**src/design/sec2cal_pkg.sv**
```systemverilog
// Package for the seconds to calendar converter: time constants, reciprocal
// multipliers for the constant divisions, and the month table with its lookup.
// No dependencies.
package sec2cal_pkg;

  localparam int unsigned SECS_PER_YEAR = 31536000;
  localparam int unsigned SECS_PER_DAY  = 86400;
  localparam int unsigned SECS_PER_HOUR = 3600;
  localparam int unsigned SECS_PER_MIN  = 60;

  // Reciprocals: each quotient estimate is low by at most one.
  localparam int unsigned YEAR_MUL = 136;  // 2^25 / (31536000 >> 7)
  localparam int unsigned DAY_MUL  = 388;  // 2^18 / (86400 >> 7)
  localparam int unsigned HOUR_MUL = 36;   // 2^13 / (3600 >> 4)
  localparam int unsigned MIN_MUL  = 68;   // 2^10 / (60 >> 2)

  localparam int unsigned NUM_STAGES = 13;

  typedef logic [8:0] doy_t;

  // First zero-based day of year of each month in a common year.
  localparam doy_t MONTH_START [12] = '{
    9'd0, 9'd31, 9'd59, 9'd90, 9'd120, 9'd151,
    9'd181, 9'd212, 9'd243, 9'd273, 9'd304, 9'd334
  };

  typedef struct packed {
    logic [3:0] month;
    logic [4:0] dom;
  } month_day_t;

  // Fields of the result that are settled early and ride down the pipeline.
  typedef struct packed {
    logic [7:0] year;
    logic [3:0] month;
    logic [4:0] dom;
    logic [4:0] hh;
  } cal_t;

  function automatic month_day_t month_of_day(input doy_t doy);
    month_day_t res;
    logic [3:0] idx;
    doy_t       diff;
    idx = 4'd0;
    for (int m = 1; m < 12; m++) begin
      if (doy >= MONTH_START[m]) begin
        idx = 4'(m);
      end
    end
    diff      = doy - MONTH_START[idx];
    res.month = idx + 4'd1;
    res.dom   = diff[4:0] + 5'd1;
    return res;
  endfunction

endpackage

```
**src/design/seconds_to_month_day_hms.sv**
```systemverilog
// A word passes through 13 register stages, a to m, the input register included;
// its result is valid at the output register m.
// Throughput: one word per cycle; the 13-stage pipeline advances as a whole
// whenever the output register is empty or its word is being taken.
// Reset (rst_n low, synchronous) clears all stage valid bits; data registers are not reset.
// Converter of elapsed seconds to 365-day year offset, month, day and time of day.
// Depends on sec2cal_pkg.
module seconds_to_month_day_hms
  import sec2cal_pkg::*;
(
  input  logic        clk,
  input  logic        rst_n,
  input  logic        in_valid,
  output logic        in_ready,
  input  logic [31:0] in_elapsed_seconds,
  output logic        out_valid,
  input  logic        out_ready,
  output logic [7:0]  out_year_offset,
  output logic [3:0]  out_month,
  output logic [4:0]  out_day_of_month,
  output logic [4:0]  out_hours,
  output logic [5:0]  out_minutes,
  output logic [5:0]  out_seconds
);

  logic [NUM_STAGES-1:0] vld_r;
  logic                  en;

  // Year split: estimate, remainder, correction.
  logic [31:0] a_x_r;
  logic [31:0] b_x_r;
  logic [7:0]  b_qe_r, b_qe_nxt;
  logic [7:0]  c_q_r;
  logic [25:0] c_rem_r, c_rem_nxt;
  logic [7:0]  d_year_r, d_year_nxt;
  logic [24:0] d_rem_r, d_rem_nxt;
  // Day split.
  logic [7:0]  e_year_r, f_year_r, g_year_r;
  logic [24:0] e_rem_r;
  logic [8:0]  e_de_r, e_de_nxt, f_de_r;
  logic [17:0] f_r2_r, f_r2_nxt;
  logic [8:0]  g_doy_r, g_doy_nxt;
  logic [16:0] g_sod_r, g_sod_nxt;
  // Hour split and month lookup.
  cal_t        h_cal_r, h_cal_nxt, i_cal_r, j_cal_r, k_cal_r, l_cal_r;
  logic [16:0] h_sod_r;
  logic [4:0]  h_he_r, h_he_nxt;
  logic [12:0] i_r3_r, i_r3_nxt;
  logic [4:0]  j_hh_nxt;
  logic [11:0] j_ms_r, j_ms_nxt, k_ms_r;
  // Minute split.
  logic [5:0]  k_me_r, k_me_nxt, l_me_r;
  logic [6:0]  l_r4_r, l_r4_nxt;
  logic [5:0]  m_mm_nxt, m_ss_nxt;
  cal_t        m_cal_r;
  logic [5:0]  m_mm_r, m_ss_r;

  logic [32:0] b_prod, c_diff;
  logic [26:0] e_prod;
  logic [24:0] f_diff;
  logic [18:0] h_prod;
  logic [16:0] i_diff, k_prod;
  logic [11:0] l_diff;
  month_day_t  h_md;

  assign en       = ~vld_r[NUM_STAGES-1] | out_ready;
  assign in_ready = en;

  always_comb begin
    // Year estimate and remainder.
    b_prod   = 33'(a_x_r[31:7]) * 33'(YEAR_MUL);
    b_qe_nxt = b_prod[32:25];
    c_diff    = {1'b0, b_x_r} - 33'(b_qe_r) * 33'(SECS_PER_YEAR);
    c_rem_nxt = c_diff[25:0];
    if (c_rem_r >= 26'(SECS_PER_YEAR)) begin
      d_year_nxt = c_q_r + 8'd1;
      d_rem_nxt  = 25'(c_rem_r - 26'(SECS_PER_YEAR));
    end else begin
      d_year_nxt = c_q_r;
      d_rem_nxt  = c_rem_r[24:0];
    end

    // Day estimate and remainder.
    e_prod   = 27'(d_rem_r[24:7]) * 27'(DAY_MUL);
    e_de_nxt = e_prod[26:18];
    f_diff   = e_rem_r - 25'(e_de_r) * 25'(SECS_PER_DAY);
    f_r2_nxt = f_diff[17:0];
    if (f_r2_r >= 18'(SECS_PER_DAY)) begin
      g_doy_nxt = f_de_r + 9'd1;
      g_sod_nxt = 17'(f_r2_r - 18'(SECS_PER_DAY));
    end else begin
      g_doy_nxt = f_de_r;
      g_sod_nxt = f_r2_r[16:0];
    end

    // Month lookup and hour estimate.
    h_prod   = 19'(g_sod_r[16:4]) * 19'(HOUR_MUL);
    h_he_nxt = h_prod[17:13];
    h_md            = month_of_day(g_doy_r);
    h_cal_nxt.year  = g_year_r;
    h_cal_nxt.month = h_md.month;
    h_cal_nxt.dom   = h_md.dom;
    h_cal_nxt.hh    = h_he_nxt;
    i_diff   = h_sod_r - 17'(h_he_r) * 17'(SECS_PER_HOUR);
    i_r3_nxt = i_diff[12:0];
    if (i_r3_r >= 13'(SECS_PER_HOUR)) begin
      j_hh_nxt = i_cal_r.hh + 5'd1;
      j_ms_nxt = 12'(i_r3_r - 13'(SECS_PER_HOUR));
    end else begin
      j_hh_nxt = i_cal_r.hh;
      j_ms_nxt = i_r3_r[11:0];
    end

    // Minute estimate and remainder.
    k_prod   = 17'(j_ms_r[11:2]) * 17'(MIN_MUL);
    k_me_nxt = k_prod[15:10];
    l_diff   = k_ms_r - 12'(k_me_r) * 12'(SECS_PER_MIN);
    l_r4_nxt = l_diff[6:0];
    if (l_r4_r >= 7'(SECS_PER_MIN)) begin
      m_mm_nxt = l_me_r + 6'd1;
      m_ss_nxt = 6'(l_r4_r - 7'(SECS_PER_MIN));
    end else begin
      m_mm_nxt = l_me_r;
      m_ss_nxt = l_r4_r[5:0];
    end
  end

  always_ff @(posedge clk) begin
    if (!rst_n) begin
      vld_r <= '0;
    end else if (en) begin
      vld_r <= {vld_r[NUM_STAGES-2:0], in_valid};
    end
  end

  always_ff @(posedge clk) begin
    if (en) begin
      a_x_r    <= in_elapsed_seconds;
      b_x_r    <= a_x_r;
      b_qe_r   <= b_qe_nxt;
      c_q_r    <= b_qe_r;
      c_rem_r  <= c_rem_nxt;
      d_year_r <= d_year_nxt;
      d_rem_r  <= d_rem_nxt;
      e_year_r <= d_year_r;
      e_rem_r  <= d_rem_r;
      e_de_r   <= e_de_nxt;
      f_year_r <= e_year_r;
      f_de_r   <= e_de_r;
      f_r2_r   <= f_r2_nxt;
      g_year_r <= f_year_r;
      g_doy_r  <= g_doy_nxt;
      g_sod_r  <= g_sod_nxt;
      h_cal_r  <= h_cal_nxt;
      h_sod_r  <= g_sod_r;
      h_he_r   <= h_he_nxt;
      i_cal_r  <= h_cal_r;
      i_r3_r   <= i_r3_nxt;
      j_cal_r  <= {i_cal_r.year, i_cal_r.month, i_cal_r.dom, j_hh_nxt};
      j_ms_r   <= j_ms_nxt;
      k_cal_r  <= j_cal_r;
      k_ms_r   <= j_ms_r;
      k_me_r   <= k_me_nxt;
      l_cal_r  <= k_cal_r;
      l_me_r   <= k_me_r;
      l_r4_r   <= l_r4_nxt;
      m_cal_r  <= l_cal_r;
      m_mm_r   <= m_mm_nxt;
      m_ss_r   <= m_ss_nxt;
    end
  end

  assign out_valid        = vld_r[NUM_STAGES-1];
  assign out_year_offset  = m_cal_r.year;
  assign out_month        = m_cal_r.month;
  assign out_day_of_month = m_cal_r.dom;
  assign out_hours        = m_cal_r.hh;
  assign out_minutes      = m_mm_r;
  assign out_seconds      = m_ss_r;

endmodule

```
**config.mk**
```make
export PLATFORM = sky130hd
export DESIGN_NAME = seconds_to_month_day_hms
export DESIGN_NICKNAME = d
export VERILOG_FILES = /design/src/design/sec2cal_pkg.sv /design/src/design/seconds_to_month_day_hms.sv
export SDC_FILE = /design/constraint.sdc
export NUM_CORES = 1
export LEC_CHECK = 0
export BUFFER_PORTS_ARGS = -buffer_cell sky130_fd_sc_hd__buf_2
export CAP_MARGIN = 15
export CORE_UTILIZATION = 59
export CTS_BUF_LIST = sky130_fd_sc_hd__clkbuf_4 sky130_fd_sc_hd__clkbuf_8
export DETAILED_ROUTE_END_ITERATION = 16
export PLACE_DENSITY = 0.79
export SYNTH_ARGS = -nofsm -noshare
export SYNTH_HDL_FRONTEND = slang
export SYNTH_SLANG_ARGS = --single-unit
```
**constraint.sdc**
```tcl
create_clock -name clk -period 13.6 [get_ports clk]
set_clock_uncertainty 0.2 [all_clocks]
set_input_delay 0 -clock clk [delete_from_list [all_inputs] [get_ports clk]]
set_output_delay 0 -clock clk [all_outputs]
set_load 0.02 [all_outputs]
```
==> out/results.ini <==
[status]
run_status = finished clean

[drt]
drt_drc = 0
dr_total_vias = 12909
drtPass1Iterations = 5
initial_drt_markers = 530
post_drt_via_cell_ratio = 5.28
ant_nets = 0
wl_per_cell_um = 15.0
totalWireLength_mm = 36.6

[clock_tree]
cts_root_buf = clkbuf_8
cts.repair.resized = 0
cts_buffer_depth = 3
clock_sinks = 458
cts_inserted_buffers = 75
clock_insertion_delay_worst_skew_ns = 0.62
post_cts.repair.setup_buffers = 0
cts.reportedPaths.clkPinSlew_ns = 0.06
cts-htree-levels = 3
cts_tree = built

[timing]
slew_at_the_pin_closest_to_its_max_slew_limit_ns = 1.05
min_period_ns = 6.05
timing.fmax_mhz = 165
hold_ws_ns = 0.0999
final-max-slew-violation-count = 0
grt_setup_unrepaired = no
endpoints_failing_setup = 0
fin_setup_tns_ns = 0
timing.final.crit_share = 0.445
finalHoldViolCount = 0
timing.max_slew.rel_slack = 0.302

[die]
floorplan.die.height_um = 200
io_pins = 72
core_region_area_um2 = 38600
initial_core_utilization = 0.599
floorplan.die_area_um2 = 40000
floorplan.rows = 72
fp.dieW_um = 200

[synthesis]
postSynthRegisterBits = 458
netlist_area_um2 = 23200
synth_ff_type = edfxtp_1
synth_cells = 1658
synth_area_leader_cell = edfxtp_1
post_synth.cell_area_avg_um2 = 14.0
synthDistinctLibCells = 69
synthArstFlopShare = 0
seq_area_frac_synth = 0.588
synth.yosys.warnings = 0
yosysTopAreaCellShare = 0.577
net_count_after_synthesis = 2024
ys_top_cells_by_area = edfxtp_1, ha_1, fa_1, xnor2_1, inv_1
synth-edff-count = 445

[layout]
multiInputGateArea_um2 = 8810
finalNetCount = 2236
post_route_cells_drive_above_1_share = 0.113
post-route-cell-area_um2 = 26300
regArea_um2 = 13600
mostFrequentLayoutCells = edfxtp_1, ha_1, inv_1
fillers = 2671
post_layout_nonfiller_instances = 2443
total_inserted_antenna_cells = 0
layout_commonest_cell = edfxtp_1
area_growth_pct = 13.5

[global_route]
total_congestion_overflow = 0
largest_net_degree_at_the_start_of_global_routing = 145
groute.usage.overall = 0.192
grt_pass1_wl_mm = 62.6
number_of_global_route_vias_before_repair = 13467
grt_antenna_before_repair = 0

[critical_path]
critical_path_required_ns = 13.73
worst_path_dominant_cell_family = adder cells
path_cells = fa_1 > inv_1 > fa_1 > inv_1 > fa_1 > inv_1 > fa_1 > inv_1 > ha_1 > inv_1 > o21bai_1 > a21oi_1 > nor2b_1 > o21ai_0 > xor2_1 > ha_1 > a21oi_1 > o21ai_0 > a211oi_1 > o21ai_0 > a31oi_1 > xor2_1
worst-path-buf-inv = 5
worst_setup_path_end_kind = flip-flop
start_kind = flip-flop
critPathMostFrequentCell = inv_1
worst_path_largest_cell_delay_ns = 0.58
cp_data_arrival_time_ns = 6.18
path_class = reg2reg
path_max_fanout = 6
critical-path-slowest-cell = fa_1

[worst_hold_path]
holdCritPathClass = in2reg

[placement]
placed_cells_incl_taps = 2241
gp_routability_congestion = 0.836
dpl-instance-area_um2 = 24200
buffer_ports.inserted = 71
place.detailed.hpwl_mm = 25.2

[flow_run]
maxCapViolCount = 0

state kept, by name (all words and copies together) (netlist names), 17 cells and up:
| name | flops |
|---|---|
| a_x_r | 32 |
| b_x_r | 26 |
| c_rem_r | 26 |
| d_rem_r | 25 |
| e_rem_r | 18 |
| f_r2_r | 18 |
| g_sod_r | 17 |
| h_cal_r | 17 |
| i_cal_r | 22 |
| j_cal_r | 22 |
| k_cal_r | 22 |
| l_cal_r | 22 |
logic make-up (layout without fill, tap and decap cells):
logic type | Yosys count | in the layout | synth area share
AND/OR/NAND/NOR | 264 | 264 | 0.0537
buffers and inverters | 191 | 458 | 0.0312
XOR/XNOR | 154 | 154 | 0.0582
adder cells (fa/ha/maj) | 330 | 330 | 0.193
multiplexers | 4 | 4 | 0.00189
AO/OA/AOI/OAI | 257 | 257 | 0.0738
flip-flops | 458 | 458 | 0.588
cell type report:
| type | count | share of cell area |
|---|---|---|
| clock buffer | 101 | 0.0476 |
| sequential | 458 | 0.518 |
| multi-input combinational | 1009 | 0.335 |
| timing repair buffer | 146 | 0.0416 |
| clock inverter | 31 | 0.00685 |
| tap | 518 | 0.0247 |
| inverter | 180 | 0.0260 |
per-stage QoR:
step,utilization,worst slack (ns)
floorplan,-,6.38
finish,0.680,7.55
global route,0.680,7.10
CTS,0.680,7.51
global placement,0.625,7.64
detailed placement,0.625,7.53
final timing paths:
path,startpoint,to,slack [ns],depth (start not counted)
setup reg to reg,b_qe_r[5],c_rem_r[25],7.55,22
hold / removal,rst_n,vld_r[8],0.1,3
setup / recovery,b_qe_r[5],c_rem_r[25],7.55,22
hold reg to reg,b_x_r[0],c_rem_r[0],0.20,0
repair_timing:
action                                 4_1_cts  5_1_grt
endpoints found under the hold margin       45        0
setup endpoints to repair                    0        0
hold buffers                                70        0
worst reg2reg max path: stages, from the launching register on:
cell and delay (ns):
edfxtp_1 0.51, fa_1 0.58, inv_1 0.05, fa_1 0.48, inv_1 0.06, fa_1 0.49, inv_1 0.06, fa_1 0.53
inv_1 0.04, ha_1 0.30, inv_1 0.07, o21bai_1 0.14, a21oi_1 0.11, nor2b_1 0.30, o21ai_0 0.17, xor2_1 0.17
ha_1 0.36, a21oi_1 0.16, o21ai_0 0.12, a211oi_1 0.33, o21ai_0 0.22, a31oi_1 0.24, xor2_1 0.09
cells in the mapped netlist (all sizes together), types with 6 or more instances:
cell    instances
edfxtp        445
ha            285
inv           180
nand2         101
xnor2          99
a21oi          70
nor2           61
xor2           55
o21ai          47
fa             45
a21o           38
a21boi         20
nand3          18
o21a           14
and3           13
dfxtp          13
nand4          13
nor3           12
nor2b          10
a211oi          9
nand2b          9
o21bai          9
clkbuf          8
nor4            7
or2             6
per-layer routing:
metal,vias up,global-route usage,routed length [um]
met5,-,0,0
li1,6468,-,-
met3,76,0.0374,1370
met4,0,0.0843,1010
met2,200,0.331,18400
met1,6165,0.234,15800
Power is not shown: default switching activity piles up to over one toggle a cycle in this logic, so the estimate is an artifact.
